## src/rtl/fici_pkg.sv

```systemverilog
// fici_pkg: shared types, codes and constants for the fixel index cover check
// no dependencies; used by fici_step_unit, the core and the bench
`timescale 1ns / 1ps

package fici_pkg;

    // default cover store depth
    localparam int MAX_FIXELS_DEF = 65536;

    // width of the shared add / compare unit operands
    localparam int OPW = 33;

    // stream payload widths
    localparam int COUNT_W     = 16;
    localparam int OFFSET_W    = 32;
    localparam int IN_TDATA_W  = 48;
    localparam int OUT_TDATA_W = 56;

    // input kind carried on tuser
    localparam logic ACT_ENTRY  = 1'b0;
    localparam logic ACT_FINISH = 1'b1;

    // configuration register indexes
    localparam logic CFG_HDR_TOTAL = 1'b0;
    localparam logic CFG_HDR_GIVEN = 1'b1;

    // result status codes
    localparam logic [1:0] STAT_OK       = 2'd0;
    localparam logic [1:0] STAT_OVERFLOW = 2'd1;
    localparam logic [1:0] STAT_CAPACITY = 2'd2;
    localparam logic [1:0] STAT_COVER    = 2'd3;

    typedef enum logic [2:0] {
        S_INIT,
        S_IDLE,
        S_ADD,
        S_CHECK,
        S_WALK,
        S_SCAN,
        S_DONE
    } t_state;

    // shared unit result
    typedef struct packed {
        logic [OPW-1:0] sum;
        logic           lt;
    } t_unit_res;

    // two-bit cover counter, saturating at three
    function automatic logic [1:0] sat_inc(input logic [1:0] v);
        logic [1:0] r;
        r = (v == 2'd3) ? 2'd3 : v + 2'd1;
        return r;
    endfunction

endpackage

```

## src/rtl/fici_step_unit.sv

```systemverilog
// fici_step_unit: shared 33-bit adder with a less-than compare
// depends on fici_pkg for the operand width and result struct
`timescale 1ns / 1ps

module fici_step_unit (
    input  logic [fici_pkg::OPW-1:0] i_a,
    input  logic [fici_pkg::OPW-1:0] i_b,
    input  logic [fici_pkg::OPW-1:0] i_c,
    output fici_pkg::t_unit_res      o_res
);

    // sum for end and index stepping, compare against the walk limit
    always_comb begin
        o_res.sum = i_a + i_b;
        o_res.lt  = (i_a < i_c);
    end

endmodule

```

## config.mk

```make
export PLATFORM = sky130hd
export DESIGN_NAME = fici_step_unit
export DESIGN_NICKNAME = d
export VERILOG_FILES = /design/src/rtl/fici_pkg.sv /design/src/rtl/fici_step_unit.sv
export SDC_FILE = /design/constraint.sdc
export NUM_CORES = 1
export LEC_CHECK = 0
export ABC_AREA = 0
export BUFFER_PORTS_ARGS = -buffer_cell sky130_fd_sc_hd__buf_2
export CAP_MARGIN = 0
export CORE_UTILIZATION = 35
export DETAILED_ROUTE_END_ITERATION = 12
export PLACE_DENSITY = 0.62
export SETUP_SLACK_MARGIN = 0.1
export SLEW_MARGIN = 0
export SYNTH_ARGS = -nofsm -noshare
export SYNTH_HDL_FRONTEND = slang
export SYNTH_SLANG_ARGS = --single-unit
export TNS_END_PERCENT = 20
```

## constraint.sdc

```tcl
create_clock -name vclk -period 2.85
set_input_delay 0.1425 -clock vclk [all_inputs]
set_output_delay 0.1425 -clock vclk [all_outputs]
set_load 0.05 [all_outputs]
```

Yosys cells after proc, flatten, opt, wreduce, memory -nomap -nowiden
Index checks and enable logic that the tools add are counted.

Bits in registers: 0. Bits in latches: 0. Memory bits (writable): 0. Memory bits (read-only): 0. Input bits: 99. Output and inout port bits: 34. Word-level logic and storage cells: 2. Memories kept: 0.

Add/subtract/negate cells: 1. $mul: 0. Div/mod/pow operators: 0. Magnitude comparators: 1. Eq/ne operators: 0. Shift-type cells: 0. Mux-type cells: 0. Bitwise operators: 0. Reduce and logical (&&, ||, !) cells: 0.

Operators by type and width (count): adder 33 bit (1); less-than comparator 33 bit (1).

Longest topological paths before layout
Gate-level depths: netlist of run 1.

Word-level depth: 1. Depth in mapped cells: 9. Depth with buffers taken out: 9.

Least setup slack after synthesis of run 1
OpenSTA, ideal clock, no wires.

Path type: input -> output. Start: input port i_a[4] (netlist bit). End: output port o_res[32] (netlist bit). Arrival time: 2.920 ns. Required time: 2.707 ns. Slack: -0.213 ns. Cell stages on the path: 8. Path buffers: 0. Cell sequence: ha_1 -> a21o_1 -> a31oi_2 -> a21boi_0 -> a211o_1 -> a31oi_1 -> nor2_1 -> a211oi_1.

RTL lines: start, declared (line fici_step_unit.sv:6) `input logic [fici_pkg::OPW-1:0] i_a,`; end, declared (line fici_step_unit.sv:9) `output fici_pkg::t_unit_res o_res`.

==> impl_metrics.tcl, run 1 <==
set metrics [dict create \
    finalWirelength_um 7820 \
    die_height_um 88.5 \
    synth-seq-area-share 0 \
    fin_crit_ns 2.72 \
    seq_cells 0 \
    fillers 760 \
    cp_max_fo 3 \
    syn_nets 531 \
    grt_max_degree 9 \
    yosysTopAreaCell "ha_1" \
    grt_overflow 0 \
    p_seq_frac 0 \
    antenna_found_initial 0 \
    syn_area_per_cell_um2 7.13 \
    synthTopCellsByArea "ha_1 (31%), a21o_1 (8.0%), a21oi_1 (7.1%)" \
    ant_nets 0 \
    vias_per_cell 5.10 \
    drv_slew 0 \
    worst-slew-pin-transition_ns 0.435 \
    synth_top_area_share 0.306 \
    placed_area_um2 3500 \
    max_freq_mhz 368 \
    cap_viol_max_count 0 \
    p_clk_frac 0 \
    crit_type "input port to primary output" \
    power.density_nw_per_um2 324 \
    die_area_um2 7830 \
    drc 0 \
    coreArea_um2 7250 \
    power_mw 1.17 \
    rsz0062_at_grt "yes" \
    grt_pass1_wl_um 12200 \
    design_area_um2 3610 \
    rows 31 \
    holdPathStages 3 \
    p_leak_nw 2.03 \
    setup_viol 0 \
    ys_warn_count 0 \
    syn_inst 367 \
    worstPathArrival_ns 2.57 \
    finalCritPeriodShare 0.953 \
    drtIter0Drc 104 \
    areaGrowthSynthToFinish_pct 37.8 \
    gp_congestion 0.853 \
    p_sw_frac 0.655 \
    avgRoutedWirePerCell_um 12.8 \
    drtPass1Iterations 4 \
    final_util 0.497 \
    grt_use_total 0.188 \
    seqCellArea_um2 0 \
    setup_ws_ns 0.135 \
    start_util 0.361 \
    mostFrequentLayoutCell "buf_2" \
    status "finished clean" \
    min_from "i_a[0]" \
    synth_cell_types 52 \
    cp-end-kind "primary output" \
    worst_ep_required_time_ns 2.71 \
    die-width_um 88.5 \
    place_ws_ns -0.134 \
    ir_worst_vdd_uv 181 \
    nets 677 \
    dp_hpwl_um 6860 \
    hp-class "input port to primary output" \
    maxSlewHeadroom 0.706 \
    p_sw_mw 0.764 \
    clockBufferCount 0 \
    holdPathEnd "o_res[1]" \
    internal-power_mw 0.402 \
    antennaDiodeCount 0 \
    worstSetupStartpointType "input port" \
    dr_total_vias 3111 \
    final_layout_size_suffix_gt1_frac 0.350 \
    first_global_vias 2919 \
    hold_violations 0 \
    fin_worst_hold_slack_ns 0.718 \
    synth_area_um2 2620 \
    ios 133 \
    combinationalPowerShare 1.000 \
    port_buffers 133 \
    mostFrequentLayoutCells "buf_2 (127), ha_1 (62), inv_1 (41)" \
]
-- layout make-up --
class	count	area, um2	area share
inverter	41	154	0.0427
timing repair buffer	157	876	0.243
multi-input combinational	313	2450	0.680
tap	99	124	0.0344
-- through the flow --
stage          cells  setup TNS (ns)
2_1_floorplan    367               0
3_3_place_gp     606         -0.0923
3_5_place_dp     606          -0.260
4_1_cts          608               0
5_1_grt          610        -0.00263
6_report         610               0
-- power by group through the flow --
stage | clock network [mW] | logic (mW) | registers [mW]
final | 0 | 1.17 | 0
after global routing | 0 | 1.26 | 0
after CTS | 0 | 1.16 | 0
after detailed placement | 0 | 1.13 | 0
after global placement | 0 | 1.12 | 0
after floorplan | 0 | 0.824 | 0
-- timing repair --
action	4_1_cts	5_1_grt
buffers inserted	2	2
gates cloned	0	0
pin swaps	2	10
resized for setup	7	11
hold buffers	0	0
endpoints found under the setup margin	8	12
-- cell families (layout without fill, tap and decap cells) --
family / Yosys count / count (layout) / share of synthesized area
and+or+nand+nor: 94 / 94 / 0.175
muxes: 1 / 1 / 0.00383
adders and majority gates: 65 / 65 / 0.314
xor gates and xnor gates: 30 / 30 / 0.100
buffers and inverters: 54 / 198 / 0.0837
AOI/OAI and AO/OA: 123 / 123 / 0.324
-- synthesized netlist by cell type, drive strengths merged (6+ instances only) --
cell	instances
a21oi	38
nand3	7
buf	6
xnor2	18
nand2	26
a21o	28
o21ai	21
nand4	17
inv	41
ha	64
xor2	12
nor2	29
clkbuf	7
-- routing by layer --
metal	GRT usage	share of wire	vias up
met5	0	0	-
met3	0.0112	0.053	4
met4	0.0103	0.0065	0
met1	0.233	0.43	1388
li1	-	-	1627
met2	0.368	0.51	92
-- critical path, stage by stage --
cell and delay [ns]:
buf_8 0.10, ha_4 0.15, fa_2 0.38, a21o_1 0.23
a221oi_4 0.34, o21ai_2 0.13, a221oi_4 0.33, o21bai_2 0.11
a221oi_2 0.27, xnor2_1 0.15, buf_4 0.22
-- worst max path at each step --
| stage | startpoint | endpoint | slack (ns) | cells past startpoint |
|---|---|---|---|---|
| 2_1_floorplan | i_a[26] | o_res[33] | 0.06 | 8 |
| 3_3_place_gp | i_a[0] | o_res[33] | -0.05 | 11 |
| 3_5_place_dp | i_a[0] | o_res[25] | -0.13 | 11 |
| 4_1_cts | i_a[0] | o_res[25] | 0.09 | 11 |
| 5_1_grt | i_b[0] | o_res[25] | -0.003 | 11 |
| 6_report | i_b[0] | o_res[25] | 0.13 | 11 |
Power figures use the tool's default switching activity.
==> inputs of run 2 (changes only) <==
--- a/config.mk
+++ b/config.mk
@@ -5,12 +5,12 @@
 export SDC_FILE = /design/constraint.sdc
 export NUM_CORES = 1
 export LEC_CHECK = 0
-export ABC_AREA = 0
+export ABC_AREA = 1
 export BUFFER_PORTS_ARGS = -buffer_cell sky130_fd_sc_hd__buf_2
 export CAP_MARGIN = 0
 export CORE_UTILIZATION = 35
 export DETAILED_ROUTE_END_ITERATION = 12
-export PLACE_DENSITY = 0.62
+export PLACE_DENSITY = 0.59
 export SETUP_SLACK_MARGIN = 0.1
 export SLEW_MARGIN = 0
 export SYNTH_ARGS = -nofsm -noshare
==> run 2 against run 1 <==
  * Highest routed layer unchanged
  * Non-clock buffer count is 24 lower
  * First-iteration DRC count unchanged
  * Hold slack got worse by 0.0060 ns
  * Sequential share of layout area did not move
  * Final cell count grew 49%
  * Via count grew 32%
  * Largest cell class unchanged
  * Total power down 4.3%
==> impl_metrics.tcl, run 2 <==
set metrics [dict create \
    status "finished clean" \
    grt_pass1_wl_um 15900 \
    synth_top_area_share 0.317 \
    mostFrequentLayoutCell "nand2_1" \
    p_sw_frac 0.707 \
    combinationalPowerShare 1.000 \
    first_global_vias 3712 \
    setup_tns_ns 0 \
    clockBufferCount 0 \
    drv_slew 0 \
    synthAdderAreaFrac 0.249 \
    ios 133 \
    final_util 0.447 \
    p_sw_mw 0.789 \
    fin_worst_hold_slack_ns 0.712 \
    internal-power_mw 0.328 \
    synth.most_common_cell "nand2_1" \
    coreArea_um2 9200 \
    start_util 0.359 \
    port_buffers 133 \
    die_area_um2 9830 \
    ys_warn_count 0 \
    dr_wl_met3_um 466 \
    areaGrowthSynthToFinish_pct 24.4 \
    seqCellArea_um2 0 \
    cp_max_fo 3 \
    worstPathArrival_ns 1.98 \
    drc 0 \
    cp-end-kind "primary output" \
    holdPathStages 3 \
    finalCritPeriodShare 0.744 \
    syn_area_per_cell_um2 4.96 \
    crit_family "simple AND/OR/NAND/NOR gates" \
    synth-simple-area-share 0.448 \
    hp-class "input port to primary output" \
    power_mw 1.12 \
    wl_met1_um 4990 \
    synth_common_cells "nand2_1 (279), inv_1 (166), ha_1 (64)" \
    worst_ep_required_time_ns 2.71 \
    final_layout_size_suffix_gt1_frac 0.173 \
    path_common_cell "nand2_1" \
    max_freq_mhz 472 \
    synth_top_family_by_area "simple AND/OR/NAND/NOR gates" \
    cap_viol_max_count 0 \
    crit_type "input port to primary output" \
    post-cts-setup-buffer-count 0 \
    finalWirelength_um 9810 \
    slowest_delay_ns 0.45 \
    worstPathCellList "buf_2 -> ha_1 -> fa_1 -> nand2_1 -> nand2_1 -> nand3_1 -> nand2_1 -> nand2_1 -> nand2_2 -> nand2_1 -> nand3_1 -> nand2_1 -> buf_2" \
    p_seq_frac 0 \
    place_ws_ns 0.721 \
    holdPathEnd "o_res[1]" \
    hold_violations 0 \
    ant_nets 0 \
    maxSlewHeadroom 0.790 \
    ir_worst_vdd_uv 149 \
    synthTopCellsByArea "nand2_1 (32%), ha_1 (24%), inv_1 (19%)" \
    synth-seq-area-share 0 \
    drtPass1Iterations 7 \
    setup_ws_ns 0.730 \
    die_height_um 99.1 \
    yosysTopAreaCell "nand2_1" \
    grt_overflow 0 \
    vias_per_cell 4.52 \
    synth_mux_area_frac 0 \
    die-width_um 99.1 \
    p_clk_frac 0 \
    antennaDiodeCount 0 \
    grt_max_degree 7 \
    synth_cell_types 17 \
    syn_inst 666 \
    critPathBufInv 2 \
    grt_use_total 0.195 \
    drtIter0Drc 104 \
    crit_slowest_cell "fa_1" \
    rsz0062_at_grt "no" \
    p_leak_nw 2.97 \
    fin_crit_ns 2.12 \
    power.density_nw_per_um2 272 \
    avgRoutedWirePerCell_um 10.8 \
    nets 965 \
    top_layer "met4" \
    syn_nets 830 \
    synth_area_um2 3300 \
    rows 35 \
    seq_cells 0 \
    synth_xor_xnor_area_share 0.0424 \
    antenna_found_initial 0 \
    dp_hpwl_um 8960 \
    cts_resized 0 \
    dr_wl_met2_um 4290 \
    mostFrequentLayoutCells "nand2_1 (279), inv_1 (166), buf_2 (133)" \
    worst-slew-pin-transition_ns 0.315 \
    min_from "i_b[0]" \
    gp_congestion 0.962 \
    hold_buffers 0 \
    dr_total_vias 4110 \
    setup_viol 0 \
    worstSetupStartpointType "input port" \
    synth_compound_area_frac 0.0728 \
]
## run 2: how the worst max path moves through the flow
| stage | cells after the start | to | slack, ns | startpoint |
|---|---|---|---|---|
| finish | 13 | o_res[33] | 0.73 | i_a[0] |
| global route | 13 | o_res[23] | 0.51 | i_a[0] |
| detailed placement | 13 | o_res[29] | 0.72 | i_a[0] |
| floorplan | 9 | o_res[17] | 0.74 | i_a[0] |
| global placement | 13 | o_res[29] | 0.75 | i_a[0] |
| CTS | 13 | o_res[29] | 0.72 | i_a[0] |
## run 2: power groups by stage
| stage | clock network (mW) | registers (mW) | logic, mW |
|---|---|---|---|
| after floorplan | 0 | 0 | 0.819 |
| after global placement | 0 | 0 | 1.11 |
| after detailed placement | 0 | 0 | 1.12 |
| after CTS | 0 | 0 | 1.12 |
| after global routing | 0 | 0 | 1.23 |
| final | 0 | 0 | 1.12 |
## run 2: layer usage
layer	vias to the layer above	global-route usage
li1	2265	-
met5	-	0
met3	4	0.00914
met4	0	0.0113
met2	100	0.343
met1	1741	0.275
## run 2: cell type report
type | count | area (um2)
Inverter | 166 | 623
Multi-Input combinational cell | 500 | 2680
Fill cell | 1052 | 5090
Timing Repair Buffer | 133 | 666
Tap cell | 111 | 139
## run 2: cell families (layout without fill, tap and decap cells)
logic type	Yosys count	in the layout
buf+inv	166	299
compound gates	45	45
fa+ha+maj	65	65
xor+xnor	16	16
simple gates	374	374
## run 2: through the flow
stage / cell area [um2] / cells
finish: 4110 / 910
global route: 4110 / 910
CTS: 4110 / 910
detailed placement: 4110 / 910
global placement: 4110 / 910
floorplan: 3300 / 666
